<file path="src/rtl/core/prmc_pkg.sv">
// Shared types and constants of the point region mask classifier.
`default_nettype none
package prmc_pkg;

  localparam int MAX_MASKS_DEF  = 16;
  localparam int COORD_BITS_DEF = 16;
  localparam int CFG_BITS       = 5;
  localparam int SLOT_BITS      = 4;

  // Multiplies per product chain (six narrow factors), chain indexes
  localparam logic [2:0] LAST_STEP = 3'd5;
  localparam logic [1:0] LIM_CHAIN = 2'd3;

  typedef enum logic [1:0] {
    KIND_NO_MASKS = 2'd0,
    KIND_NO_HIT   = 2'd1,
    KIND_HIT      = 2'd2,
    KIND_HALT     = 2'd3
  } kind_e;

  typedef enum logic [3:0] {
    ST_IDLE,
    ST_READ,
    ST_EVAL,
    ST_ELL_INIT,
    ST_ELL_MUL,
    ST_ELL_DRAIN,
    ST_ELL_COMMIT,
    ST_ELL_CHAIN,
    ST_RESULT
  } state_e;

  // Controller to datapath
  typedef struct packed {
    logic       wr;         // write the mask table
    logic       cap_pt;     // capture point minus origin
    logic       rd;         // read one mask slot
    logic       start_ell;  // capture offsets, clear sum
    logic       chain_init; // load first factor of a chain
    logic       issue;      // multiply one limb
    logic       commit;     // product becomes the running operand
    logic       sum_add;    // add finished chain into sum
    logic [1:0] chain;
    logic [2:0] step;
    logic [2:0] limb;
  } dp_cmd_t;

  // Datapath to controller
  typedef struct packed {
    logic is_box;
    logic incl;
    logic box_hit;
    logic degen;
    logic ell_in;
  } dp_status_t;

endpackage
`default_nettype wire

</file>
<file path="src/rtl/core/prmc_datapath.sv">
// Datapath: mask table, point registers, box compare and limb multiply unit.
`default_nettype none
module prmc_datapath #(
  parameter int MAX_MASKS  = prmc_pkg::MAX_MASKS_DEF,
  parameter int COORD_BITS = prmc_pkg::COORD_BITS_DEF,
  localparam int SW = (MAX_MASKS > 1) ? $clog2(MAX_MASKS) : 1
) (
  input  wire                              clk_i,
  input  wire                              rst_ni,
  input  prmc_pkg::dp_cmd_t                cmd_i,
  input  wire [SW-1:0]                     rd_addr_i,
  input  wire [prmc_pkg::SLOT_BITS-1:0]    slot_i,
  input  wire                              include_region_i,
  input  wire                              box_shape_i,
  input  wire signed [COORD_BITS-1:0]      coord_x_i,
  input  wire signed [COORD_BITS-1:0]      coord_y_i,
  input  wire signed [COORD_BITS-1:0]      coord_z_i,
  input  wire signed [COORD_BITS-1:0]      aux_x_i,
  input  wire signed [COORD_BITS-1:0]      aux_y_i,
  input  wire signed [COORD_BITS-1:0]      aux_z_i,
  output prmc_pkg::dp_status_t             status_o
);
  import prmc_pkg::*;

  localparam int C  = COORD_BITS;
  localparam int N  = C + 2;       // limb and factor width
  localparam int AW = 6 * N;       // full chain product width
  localparam int EW = 2 + 6 * C;   // table entry: flags, centre, half-axes

  // Mask table
  logic [EW-1:0] mem_q [MAX_MASKS];
  logic [EW-1:0] rd_q;

  always_ff @(posedge clk_i) begin
    if (cmd_i.wr && (32'(slot_i) < MAX_MASKS)) begin
      mem_q[SW'(slot_i)] <= {aux_z_i, aux_y_i, aux_x_i, coord_z_i, coord_y_i, coord_x_i,
                             box_shape_i, include_region_i};
    end
    if (cmd_i.rd) begin
      rd_q <= mem_q[rd_addr_i];
    end
  end

  logic signed [C-1:0] mc [3];
  logic signed [C-1:0] mr [3];
  always_comb begin
    for (int i = 0; i < 3; i++) begin
      mc[i] = rd_q[2 + i*C +: C];
      mr[i] = rd_q[2 + (3+i)*C +: C];
    end
  end

  // Point relative to origin
  logic signed [C:0] p_q [3];
  always_ff @(posedge clk_i) begin
    if (cmd_i.cap_pt) begin
      p_q[0] <= {coord_x_i[C-1], coord_x_i} - {aux_x_i[C-1], aux_x_i};
      p_q[1] <= {coord_y_i[C-1], coord_y_i} - {aux_y_i[C-1], aux_y_i};
      p_q[2] <= {coord_z_i[C-1], coord_z_i} - {aux_z_i[C-1], aux_z_i};
    end
  end

  // Box test and degenerate radius check
  logic signed [C:0]   lo [3];
  logic signed [C:0]   hi [3];
  logic signed [C+1:0] dd [3];
  logic [N-1:0]        d_abs [3];
  logic [N-1:0]        r_u [3];
  logic                box_hit, degen;
  always_comb begin
    box_hit = 1'b1;
    degen   = 1'b0;
    for (int i = 0; i < 3; i++) begin
      lo[i] = {mc[i][C-1], mc[i]} - {mr[i][C-1], mr[i]};
      hi[i] = {mc[i][C-1], mc[i]} + {mr[i][C-1], mr[i]};
      if ((p_q[i] < lo[i]) || (p_q[i] > hi[i])) begin
        box_hit = 1'b0;
      end
      if (mr[i][C-1] || (mr[i] == '0)) begin
        degen = 1'b1;
      end
      dd[i]    = {p_q[i][C], p_q[i]} - {{2{mc[i][C-1]}}, mc[i]};
      d_abs[i] = dd[i][C+1] ? N'(-dd[i]) : N'(dd[i]);
      r_u[i]   = {2'b00, mr[i]};
    end
  end

  // Factor for a given chain and step: d_i^2 r_j^2 r_k^2, last chain r0^2 r1^2 r2^2
  logic [N-1:0] d_q [3];

  function automatic logic [N-1:0] pick(input logic [1:0] ch, input logic [2:0] st,
                                        input logic [N-1:0] d0, input logic [N-1:0] d1,
                                        input logic [N-1:0] d2, input logic [N-1:0] r0,
                                        input logic [N-1:0] r1, input logic [N-1:0] r2);
    logic [1:0]   grp;
    logic [N-1:0] f;
    grp = 2'(st >> 1);
    f   = r0;
    case (ch)
      2'd0:    f = (grp == 2'd0) ? d0 : ((grp == 2'd1) ? r1 : r2);
      2'd1:    f = (grp == 2'd0) ? d1 : ((grp == 2'd1) ? r2 : r0);
      2'd2:    f = (grp == 2'd0) ? d2 : ((grp == 2'd1) ? r0 : r1);
      default: f = (grp == 2'd0) ? r0 : ((grp == 2'd1) ? r1 : r2);
    endcase
    return f;
  endfunction

  logic [N-1:0] factor;
  assign factor = pick(cmd_i.chain, cmd_i.step, d_q[0], d_q[1], d_q[2],
                       r_u[0], r_u[1], r_u[2]);

  // Limb multiplier, registered product, accumulated in the following cycle
  logic [AW-1:0]  a_q, acc_q, sum_q;
  logic [2*N-1:0] mul_q;
  logic [2:0]     sh_q;
  logic           mul_vld_q;
  logic [N-1:0]   limb;

  assign limb = a_q[cmd_i.limb*N +: N];

  always_ff @(posedge clk_i or negedge rst_ni) begin
    if (!rst_ni) begin
      mul_vld_q <= 1'b0;
    end else begin
      mul_vld_q <= cmd_i.issue;
    end
  end

  always_ff @(posedge clk_i) begin
    if (cmd_i.start_ell) begin
      for (int i = 0; i < 3; i++) begin
        d_q[i] <= d_abs[i];
      end
      sum_q <= '0;
    end
    if (cmd_i.issue) begin
      mul_q <= limb * factor;
      sh_q  <= cmd_i.limb;
    end
    if (cmd_i.chain_init) begin
      a_q   <= AW'(factor);
      acc_q <= '0;
    end else if (cmd_i.commit) begin
      a_q   <= acc_q;
      acc_q <= '0;
    end else if (mul_vld_q) begin
      acc_q <= acc_q + (AW'(mul_q) << (sh_q * N));
    end
    if (cmd_i.sum_add) begin
      sum_q <= sum_q + a_q;
    end
  end

  assign status_o.is_box  = rd_q[1];
  assign status_o.incl    = rd_q[0];
  assign status_o.box_hit = box_hit;
  assign status_o.degen   = degen;
  assign status_o.ell_in  = (sum_q <= a_q);

endmodule
`default_nettype wire

</file>
<file path="src/rtl/core/prmc_ctrl.sv">
// Controller: handshakes, mask count register, slot walk and multiply sequencing.
`default_nettype none
module prmc_ctrl #(
  parameter int MAX_MASKS = prmc_pkg::MAX_MASKS_DEF,
  localparam int SW = (MAX_MASKS > 1) ? $clog2(MAX_MASKS) : 1
) (
  input  wire                              clk_i,
  input  wire                              rst_ni,
  input  wire                              in_valid_i,
  output logic                             in_ready_o,
  input  wire                              mode_i,
  input  wire                              out_ready_i,
  output logic                             out_valid_o,
  output logic                             inside_res_o,
  output logic [1:0]                       decision_kind_o,
  output logic [prmc_pkg::SLOT_BITS-1:0]   deciding_slot_o,
  input  wire                              cfg_valid_i,
  output logic                             cfg_ready_o,
  input  wire  [prmc_pkg::CFG_BITS-1:0]    cfg_data_i,
  output prmc_pkg::dp_cmd_t                cmd_o,
  output logic [SW-1:0]                    rd_addr_o,
  input  prmc_pkg::dp_status_t             status_i
);
  import prmc_pkg::*;

  state_e                 state_q, state_d;
  logic [SW-1:0]          s_q, s_d;
  logic [1:0]             c_q, c_d;
  logic [2:0]             t_q, t_d, k_q, k_d;
  logic [CFG_BITS-1:0]    cnt_q;
  logic                   pin_q, pin_d;
  kind_e                  pkind_q, pkind_d;
  logic [SLOT_BITS-1:0]   pslot_q, pslot_d;
  logic                   ovld_q, ovld_d, oin_q;
  kind_e                  okind_q;
  logic [SLOT_BITS-1:0]   oslot_q;
  logic                   res_load;
  logic [8:0]             n_used;

  // Slots in use, clipped to the table depth
  assign n_used = (32'(cnt_q) > MAX_MASKS) ? 9'(MAX_MASKS) : 9'(cnt_q);

  assign cfg_ready_o     = 1'b1;
  assign rd_addr_o       = s_q;
  assign out_valid_o     = ovld_q;
  assign inside_res_o    = oin_q;
  assign decision_kind_o = okind_q;
  assign deciding_slot_o = oslot_q;

  // Next state and commands
  always_comb begin
    state_d    = state_q;
    s_d        = s_q;
    c_d        = c_q;
    t_d        = t_q;
    k_d        = k_q;
    pin_d      = pin_q;
    pkind_d    = pkind_q;
    pslot_d    = pslot_q;
    cmd_o      = '0;
    cmd_o.chain = c_q;
    cmd_o.step  = t_q;
    cmd_o.limb  = k_q;
    in_ready_o = 1'b0;
    res_load   = 1'b0;
    unique case (state_q)
      ST_IDLE: begin
        in_ready_o = 1'b1;
        if (in_valid_i) begin
          if (!mode_i) begin
            cmd_o.wr = 1'b1;
          end else begin
            cmd_o.cap_pt = 1'b1;
            if (n_used == '0) begin
              pin_d   = 1'b1;
              pkind_d = KIND_NO_MASKS;
              pslot_d = '0;
              state_d = ST_RESULT;
            end else begin
              s_d     = SW'(n_used - 9'd1);
              state_d = ST_READ;
            end
          end
        end
      end
      ST_READ: begin
        cmd_o.rd = 1'b1;
        state_d  = ST_EVAL;
      end
      ST_EVAL: begin
        if (status_i.is_box) begin
          if (status_i.box_hit) begin
            pin_d   = status_i.incl;
            pkind_d = KIND_HIT;
            pslot_d = SLOT_BITS'(s_q);
            state_d = ST_RESULT;
          end else if (s_q == '0) begin
            pin_d   = 1'b0;
            pkind_d = KIND_NO_HIT;
            pslot_d = '0;
            state_d = ST_RESULT;
          end else begin
            s_d     = s_q - 1'b1;
            state_d = ST_READ;
          end
        end else if (status_i.degen) begin
          pin_d   = 1'b0;
          pkind_d = KIND_HALT;
          pslot_d = SLOT_BITS'(s_q);
          state_d = ST_RESULT;
        end else begin
          cmd_o.start_ell = 1'b1;
          c_d     = '0;
          state_d = ST_ELL_INIT;
        end
      end
      ST_ELL_INIT: begin
        cmd_o.chain_init = 1'b1;
        cmd_o.step       = '0;
        t_d     = 3'd1;
        k_d     = '0;
        state_d = ST_ELL_MUL;
      end
      ST_ELL_MUL: begin
        cmd_o.issue = 1'b1;
        if (k_q == t_q - 3'd1) begin
          state_d = ST_ELL_DRAIN;
        end else begin
          k_d = k_q + 3'd1;
        end
      end
      ST_ELL_DRAIN: begin
        state_d = ST_ELL_COMMIT;
      end
      ST_ELL_COMMIT: begin
        cmd_o.commit = 1'b1;
        k_d = '0;
        if (t_q == LAST_STEP) begin
          state_d = ST_ELL_CHAIN;
        end else begin
          t_d     = t_q + 3'd1;
          state_d = ST_ELL_MUL;
        end
      end
      ST_ELL_CHAIN: begin
        if (c_q != LIM_CHAIN) begin
          cmd_o.sum_add = 1'b1;
          c_d     = c_q + 2'd1;
          state_d = ST_ELL_INIT;
        end else if (status_i.ell_in) begin
          pin_d   = status_i.incl;
          pkind_d = KIND_HIT;
          pslot_d = SLOT_BITS'(s_q);
          state_d = ST_RESULT;
        end else if (s_q == '0) begin
          pin_d   = 1'b0;
          pkind_d = KIND_NO_HIT;
          pslot_d = '0;
          state_d = ST_RESULT;
        end else begin
          s_d     = s_q - 1'b1;
          state_d = ST_READ;
        end
      end
      ST_RESULT: begin
        if (!ovld_q || out_ready_i) begin
          res_load = 1'b1;
          state_d  = ST_IDLE;
        end
      end
      default: state_d = ST_IDLE;
    endcase
  end

  assign ovld_d = res_load | (ovld_q & ~out_ready_i);

  // State and control registers
  always_ff @(posedge clk_i or negedge rst_ni) begin
    if (!rst_ni) begin
      state_q <= ST_IDLE;
      cnt_q   <= '0;
      ovld_q  <= 1'b0;
      s_q     <= '0;
      c_q     <= '0;
      t_q     <= '0;
      k_q     <= '0;
    end else begin
      state_q <= state_d;
      ovld_q  <= ovld_d;
      s_q     <= s_d;
      c_q     <= c_d;
      t_q     <= t_d;
      k_q     <= k_d;
      if (cfg_valid_i) begin
        cnt_q <= cfg_data_i;
      end
    end
  end

  // Pending and output payload
  always_ff @(posedge clk_i) begin
    pin_q   <= pin_d;
    pkind_q <= pkind_d;
    pslot_q <= pslot_d;
    if (res_load) begin
      oin_q   <= pin_q;
      okind_q <= pkind_q;
      oslot_q <= pslot_q;
    end
  end

endmodule
`default_nettype wire

</file>
<file path="src/rtl/core/point_region_mask_classifier_unit.sv">
// Top level of the point region mask classifier.
//
// Input channel (in_valid_i/in_ready_o): mode 0 loads one mask slot (box or
// ellipsoid, include or hole) and returns nothing; mode 1 classifies a point
// minus an origin and returns one result transaction on the output channel.
// Config channel (cfg_valid_i/cfg_ready_o) sets mask_count, slots searched
// from mask_count-1 (clipped to the table depth) down; write it only while the unit is idle.
// A load is written from the idle state, which the unit stays in. A query
// reads and evaluates each slot visited, runs four product chains for each
// non-degenerate ellipsoid slot, then moves its result to the output register.
// One shared (C+2)x(C+2) multiplier builds the six-factor chains limb by limb.
// A new transaction is taken as soon as the previous query has reached the
// output register, even if that result is still waiting.
// Reset clears the count to zero and empties the output; the mask table is
// not cleared. A stalled receiver holds the result and, once a second query
// finishes, the unit waits until the first is taken.
`default_nettype none
module point_region_mask_classifier_unit #(
  parameter int MAX_MASKS  = prmc_pkg::MAX_MASKS_DEF,
  parameter int COORD_BITS = prmc_pkg::COORD_BITS_DEF
) (
  input  wire                              clk_i,
  input  wire                              rst_ni,
  input  wire                              in_valid_i,
  output logic                             in_ready_o,
  input  wire                              mode_i,
  input  wire  [prmc_pkg::SLOT_BITS-1:0]   slot_i,
  input  wire                              include_region_i,
  input  wire                              box_shape_i,
  input  wire signed [COORD_BITS-1:0]      coord_x_i,
  input  wire signed [COORD_BITS-1:0]      coord_y_i,
  input  wire signed [COORD_BITS-1:0]      coord_z_i,
  input  wire signed [COORD_BITS-1:0]      aux_x_i,
  input  wire signed [COORD_BITS-1:0]      aux_y_i,
  input  wire signed [COORD_BITS-1:0]      aux_z_i,
  output logic                             out_valid_o,
  input  wire                              out_ready_i,
  output logic                             inside_res_o,
  output logic [1:0]                       decision_kind_o,
  output logic [prmc_pkg::SLOT_BITS-1:0]   deciding_slot_o,
  input  wire                              cfg_valid_i,
  output logic                             cfg_ready_o,
  input  wire  [prmc_pkg::CFG_BITS-1:0]    cfg_data_i
);
  import prmc_pkg::*;

  localparam int SW = (MAX_MASKS > 1) ? $clog2(MAX_MASKS) : 1;

  dp_cmd_t    cmd;
  dp_status_t status;
  logic [SW-1:0] rd_addr;

  prmc_ctrl #(
    .MAX_MASKS (MAX_MASKS)
  ) u_ctrl (
    .clk_i           (clk_i),
    .rst_ni          (rst_ni),
    .in_valid_i      (in_valid_i),
    .in_ready_o      (in_ready_o),
    .mode_i          (mode_i),
    .out_ready_i     (out_ready_i),
    .out_valid_o     (out_valid_o),
    .inside_res_o    (inside_res_o),
    .decision_kind_o (decision_kind_o),
    .deciding_slot_o (deciding_slot_o),
    .cfg_valid_i     (cfg_valid_i),
    .cfg_ready_o     (cfg_ready_o),
    .cfg_data_i      (cfg_data_i),
    .cmd_o           (cmd),
    .rd_addr_o       (rd_addr),
    .status_i        (status)
  );

  prmc_datapath #(
    .MAX_MASKS  (MAX_MASKS),
    .COORD_BITS (COORD_BITS)
  ) u_datapath (
    .clk_i            (clk_i),
    .rst_ni           (rst_ni),
    .cmd_i            (cmd),
    .rd_addr_i        (rd_addr),
    .slot_i           (slot_i),
    .include_region_i (include_region_i),
    .box_shape_i      (box_shape_i),
    .coord_x_i        (coord_x_i),
    .coord_y_i        (coord_y_i),
    .coord_z_i        (coord_z_i),
    .aux_x_i          (aux_x_i),
    .aux_y_i          (aux_y_i),
    .aux_z_i          (aux_z_i),
    .status_o         (status)
  );

endmodule
`default_nettype wire

</file>
<file path="config.mk">
export PLATFORM = sky130hd
export DESIGN_NAME = point_region_mask_classifier_unit
export DESIGN_NICKNAME = d
export VERILOG_FILES = /design/src/rtl/core/prmc_pkg.sv /design/src/rtl/core/prmc_datapath.sv /design/src/rtl/core/prmc_ctrl.sv /design/src/rtl/core/point_region_mask_classifier_unit.sv
export SDC_FILE = /design/constraint.sdc
export NUM_CORES = 2
export LEC_CHECK = 0
export BUFFER_PORTS_ARGS = -buffer_cell sky130_fd_sc_hd__buf_2
export CORE_UTILIZATION = 55
export DETAILED_ROUTE_END_ITERATION = 6
export HOLD_SLACK_MARGIN = 0.12
export PLACE_DENSITY_LB_ADDON = 0.25
export SYNTH_ARGS = -nofsm -noshare
export SYNTH_HDL_FRONTEND = slang
export SYNTH_SLANG_ARGS = --single-unit
</file>
<file path="constraint.sdc">
create_clock -name clk_i -period 12.93 [get_ports clk_i]
set_clock_uncertainty 0.2 [all_clocks]
set_input_delay 2.586 -clock clk_i [delete_from_list [all_inputs] [get_ports clk_i]]
set_output_delay 2.586 -clock clk_i [all_outputs]
set_load 0.02 [all_outputs]
</file>
# --- After elaboration in Yosys (flattened, before gate mapping) ---
# Memory sizes are Yosys's and may differ from the RTL's. A register that Yosys moved wholly into a read port is not among the register bits.
# Cells that the tools add are included.
word_totals:
  register_bits: 400
  mem_bits_rw: 1673
  input_bits: 113
  out_inout_bits: 10
  elab_cells: 227
  memories: 3
classes:
  n_addsub: 23
  multipliers: 3
  magnitude_cmp: 8
  eq_ne: 30
  shift: 2
  muxes: 105
  n_bitwise: 3
  reduce_logical: 30
mem_list:
  columns: ["name", "words", "word_bits", "rd", "rd_clocked_by_memory_dff", "write_ports", "line_no", "text"]
  rows:
  - ["u_datapath.mem_q", 16, 98, 1, 1, 1, "prmc_datapath.sv:31", "logic [EW-1:0] mem_q [MAX_MASKS];"]
  - ["u_datapath.d_q", 3, 18, 3, 0, 3, "prmc_datapath.sv:89", "logic [N-1:0] d_q [3];"]
  - ["u_datapath.p_q", 3, 17, 3, 0, 3, "prmc_datapath.sv:54", "logic signed [C:0] p_q [3];"]
op_table:
  columns: ["operator", "n"]
  rows:
  - ["$add 108x108->108", 2]
  - ["$mux 108", 2]
  - ["$mux 18", 8]
  - ["$mux 4", 28]
  - ["$le 108x108->1", 1]
  - ["$shiftx 108x9->18", 1]
  - ["$shl 36x8->108", 1]
  - ["$sub 16x16->17", 6]
  - ["$mux 16", 4]
  - ["$neg 18->18", 3]
  - ["$pmux 18 s3", 1]
  - ["$sub 17x16->18", 3]
  - ["$add 16x16->17", 3]
  - ["$gt 17x17->1", 3]
  - ["$lt 17x17->1", 3]
  - ["$logic_not 16->1", 3]
  - ["$mul 18x18->36", 1]
  - ["$pmux 4 s9", 1]
  - ["$mux 1", 35]
  - ["$mux 2", 15]
  - ["$pmux 4 s3", 2]
  - ["$ne 2x2->1 const B", 11]
  - ["$eq 4x3->1 const B", 4]
  - ["$mul 3x4->7 const B", 2]
  - ["35 further kinds", 61]

# --- Depth between registers and ports, before layout ---
depth:
  word_depth: 10
  ltp_mapped: 37
  ltp_nobuf: 33

# --- Cells and area by module ---
# Synthesis repeated with hierarchy kept, for this count alone.
unflattened:
  hier_cells: 9549
  area_unflattened_um2: 121544.1
by_module_without_submodules:
  columns: ["module", "n_inst", "cells_per_inst", "area_per_inst_um2", "seq_area_each_um2"]
  rows:
  - ["prmc_datapath", 1, 9364, 119528.4, 62124.6]
  - ["prmc_ctrl", 1, 185, 2015.7, 970.9]

# --- Least setup slack after synthesis ---
# No wires, ideal clock.
synth_path:
  kind: "in2reg"
  startpoint: "input port mode_i"
  endpoint: "memory u_datapath.mem_q[0][0] (netlist bit), enable pin"
  setup_ns: 0.676
  t_arrival_ns: 10.056
  required_ns: 12.054
  slack_ns: 1.998
  path_stages: 3
  path_buffers: 0
  cell_sequence: "nor3b_1 -> or3b_2 -> nor3_1"
synth_between:
  elab_chain_len: 5
synth_rtl:
  columns: ["item", "line_no", "text"]
  rows:
  - ["from (decl)", "point_region_mask_classifier_unit.sv:26", "input wire mode_i,"]
  - ["$mux 1", "prmc_ctrl.sv:70", "if (!mode_i) begin"]
  - ["$mux 2", "prmc_ctrl.sv:69", "if (in_valid_i) begin"]
  - ["$mux 2", "prmc_ctrl.sv:66", "unique case (state_q)"]
  - ["$mux 1", "prmc_datapath.sv:35", "if (cmd_i.wr && (32'(slot_i) < MAX_MASKS)) begin"]
  - ["$mux 1 (not written as such)", "prmc_datapath.sv:36", "mem_q[SW'(slot_i)] <= {aux_z_i, aux_y_i, aux_x_i, coord_z_i, coord_y_i, coord_x_i,"]
  - ["to (decl)", "prmc_datapath.sv:31", null]
# No other way between the ends.

# --- Worst setup path after layout ---
layout_path:
  startpoint: "register u_ctrl.state_q[3]"
  endpoint: "register u_datapath.mul_q[34] (data pin)"
layout_between:
  elab_chain_len: 7
  elab_cells_between_ends: 13
  classes_between: "1 x mul; 2 x eq/ne; 9 x mux; 1 x reduce/logical"
layout_rtl:
  columns: ["item", "line_no", "text"]
  rows:
  - ["from (decl)", "prmc_ctrl.sv:26", "state_e state_q, state_d;"]
  - ["from (signal assigned)", "prmc_ctrl.sv:188", "state_q <= state_d;"]
  - ["$eq 4x2->1 *", "prmc_ctrl.sv:66", null]
  - ["$mux 3 *", "prmc_ctrl.sv:66", null]
  - ["$eq 2x1->1", null, null]
  - ["$mux 16 (on tied branches)", null, null]
  - ["$mux 16 (tied with other cells)", "prmc_datapath.sv:103", "default: f = (grp == 2'd0) ? r0 : ((grp == 2'd1) ? r1 : r2);"]
  - ["$pmux 18 s3 *", "prmc_datapath.sv:99", "case (ch)"]
  - ["$mul 18x18->36 *", "prmc_datapath.sv:137", "mul_q <= limb * factor;"]
  - ["to (signal assigned)", "prmc_datapath.sv:137", null]
  - ["to (decl)", "prmc_datapath.sv:114", "logic [2*N-1:0] mul_q;"]
# Mark *: on every way between the ends. The rest lies on a longest branch, timed or not.
# A chain may end at the register's enable or synchronous reset.

==> impl_metrics.toml <==
[run_status]
status = "complete, but fails checks"
violations = "design-rule violations"

[clocking]
clk_path_buf_depth = 3
ctsResizeCount = 0
clkTransAtPathRegs_ns = 0.07
root_buffer = "clkbuf_16"
cts_tree = "yes"
clock_latency_ns = 0.94
cts_buffers = 221
htreeDepth = 4
clkSinkCount = 2171
post-cts-setup-buffers = 0
holdBufCountCts = 0

[sta]
tightest_slew_ns = 1.32
maxSlewHeadroom = 0.114
setup_viol = 0
slew_violations = 0
rsz0062_at_grt = "no"
fin_ws_ns = 3.23
setup_tns_ns = 0
fin_crit_ns = 9.70
hold_viol = 0
period_share = 0.750
fmax_mhz = 103

[yosys]
synthDominantCellAreaShare = 0.479
yosys_warnings = 0
yosysSeqAreaShare = 0.516
ys.flop_type = "edfxtp_1"
syn_area_um2 = 122000
async_reset_ff_frac = 0.0106
synth_area_leaders = "edfxtp_1 (48%), ha_1 (7.5%), mux2i_1 (4.4%)"
synth_edf_count = 1950
synth.distinct_cells = 88
yosys.area.top_type = "edfxtp_1"
synth_fp_nets = 11400
ys_ff_latch = 2171
synth_area_per_cell_um2 = 11.8
synth_cells = 10300

[worst_setup_path]
critPathLaunchType = "register"
cp.required_ns = 13.33
slowest_delay_ns = 0.57
startpoint = "u_ctrl.state_q[3]"
crit_top_cell = "fa_1"
critPathKind = "register to register"
critPathCaptureType = "register"
critical-path-slowest-cell = "buf_4"
r2r_start = "u_ctrl.state_q[3]"
cp.arrival_ns = 10.10
critPathMaxFanout = 74

[drt]
routedWlPerCell_um = 28.5
drt-vias-per-instance = 6.31
vias = 85300
ant_nets = 0
wl_um = 385000
first_pass_iters = 7
detail_route.iter0.violations = 8256
drc = 22

[floorplan]
core_um2 = 220000
rows = 172
die_w_um = 474
initial_core_util = 0.555
die_h_um = 474
pin_count = 123
die-area_um2 = 224000

[min_path]
hold_path.class = "register to register"
min_from = "u_datapath.acc_q[27]"

[grt]
grt_max_degree = 129
grt-ovfl-total = 0
antenna_found_initial = 35
grt_pass1_wl_um = 561000
first_global_vias = 84900
track_usage = 0.342

[cells_and_area]
nets = 11500
areaGrowthSynthToFinish_pct = 9.52
drive_gt1_frac = 0.0908

[placed_design]
gp_congestion = 1.00
io_buffers = 121
dp_hpwl_um = 271000
post-place-ws_ns = 3.40

[flow_run]
max-cap-violations = 0
-- cell families after synthesis --
kind of cell / Yosys count / share of synthesized area
buffers and inverters: 1301 / 0.0401
multiplexers: 799 / 0.0886
AND/OR/NAND/NOR: 2445 / 0.0895
XOR/XNOR: 421 / 0.0301
flip-flops: 2171 / 0.516
other: 1 / 0.0000307
adder cells (fa/ha/maj): 1008 / 0.120
AO/OA/AOI/OAI: 2182 / 0.116
-- critical path, delay by kind of cell, from the launching register on --
kind,cells,cell delay (ns)
DFF,1,0.54
buffers and inverters,7,1.22
xor gates and xnor gates,1,0.08
and+or+nand+nor,9,1.60
muxes,1,0.43
adders and majority gates,7,3.32
AOI/OAI and AO/OA,8,1.89
-- cell usage in the layout, fill, tap and decap left out, types with 132 or more instances in the layout --
cell / count
clkbuf_16: 227
ha_1: 737
nor2_1: 796
fa_1: 270
xnor2_1: 331
dfxtp_1: 198
mux4_2: 224
buf_4: 132
mux2i_1: 543
o21ai_0: 442
edfxtp_1: 1950
inv_1: 835
nand2_1: 861
a221oi_1: 212
a21oi_1: 654
-- worst paths after layout --
| kind | to | slack (ns) | cells after the start |
|---|---|---|---|
| max | u_datapath.mul_q[34] | 3.23 | 33 |
| min | u_datapath.a_q[27] | 0.23 | 2 |
| max reg2reg | u_datapath.mul_q[34] | 3.23 | 33 |
| min reg2reg | u_datapath.a_q[27] | 0.23 | 2 |
| max in group asynchronous | u_datapath.mul_vld_q | 10.22 | 1 |
| min in group asynchronous | u_ctrl.state_q[3] | 1.61 | 1 |
-- cell type report --
cell class	instances	area, µm²
tap	2958	3700
fill	17400	86400
antenna	12	30.0
inverter	841	3170
timing repair buffer	264	1820
clock buffer	274	5910
sequential	2171	63100
clock inverter	139	1660
multi-input combinational	6856	54600
-- metal layers --
layer  vias up  GRT usage  share of wire
met5         -          0        0.00050
met4        30      0.216          0.072
met3       995     0.0511          0.071
met2      3652      0.567           0.48
met1     42400      0.419           0.38
li1      38200          -              -
-- cells in the mapped netlist (90+ instances only) --
master,number
o21bai_1,96
xor2_1,90
nand3_1,114
fa_1,270
inv_1,838
nor2b_1,95
xnor2_1,331
a21o_1,130
a22oi_1,118
mux4_2,224
o21ai_0,448
clkbuf_1,378
nand2_1,862
mux2i_1,543
a21oi_1,655
dfxtp_1,198
nor3_1,128
edfxtp_1,1950
nor2_1,816
ha_1,738
a221oi_1,212
-- registers in the layout (all words and copies together), names as in the netlist, 4 cells and up --
register                count
u_datapath.rd_q            98
u_ctrl.cnt_q                5
u_datapath.mul_q           36
u_ctrl.state_q              4
u_ctrl.pslot_q              4
u_datapath.mem_q         1568
u_datapath.a_q            108
u_datapath.p_q             51
u_ctrl.rd_addr_o            4
u_ctrl.deciding_slot_o      4
u_datapath.d_q             54
u_datapath.acc_q          108
u_datapath.sum_q          108
-- per-stage QoR --
| stage | cell area (µm²) | utilization | hold WS (ns) | cells |
|---|---|---|---|---|
| CTS | 134000 | 0.608 | 0.226 | 13500 |
| detailed placement | 126000 | 0.573 | 0.253 | 13100 |
| finish | 134000 | 0.608 | 0.227 | 13500 |
| global placement | 126000 | 0.573 | 0.245 | 13100 |
| global route | 134000 | 0.608 | 0.247 | 13500 |
| floorplan | 122000 | - | 0.226 | 10300 |
Power is left out: the tool's default activity adds up to more than one toggle a clock period on the data nets, which glitch-free logic cannot reach.
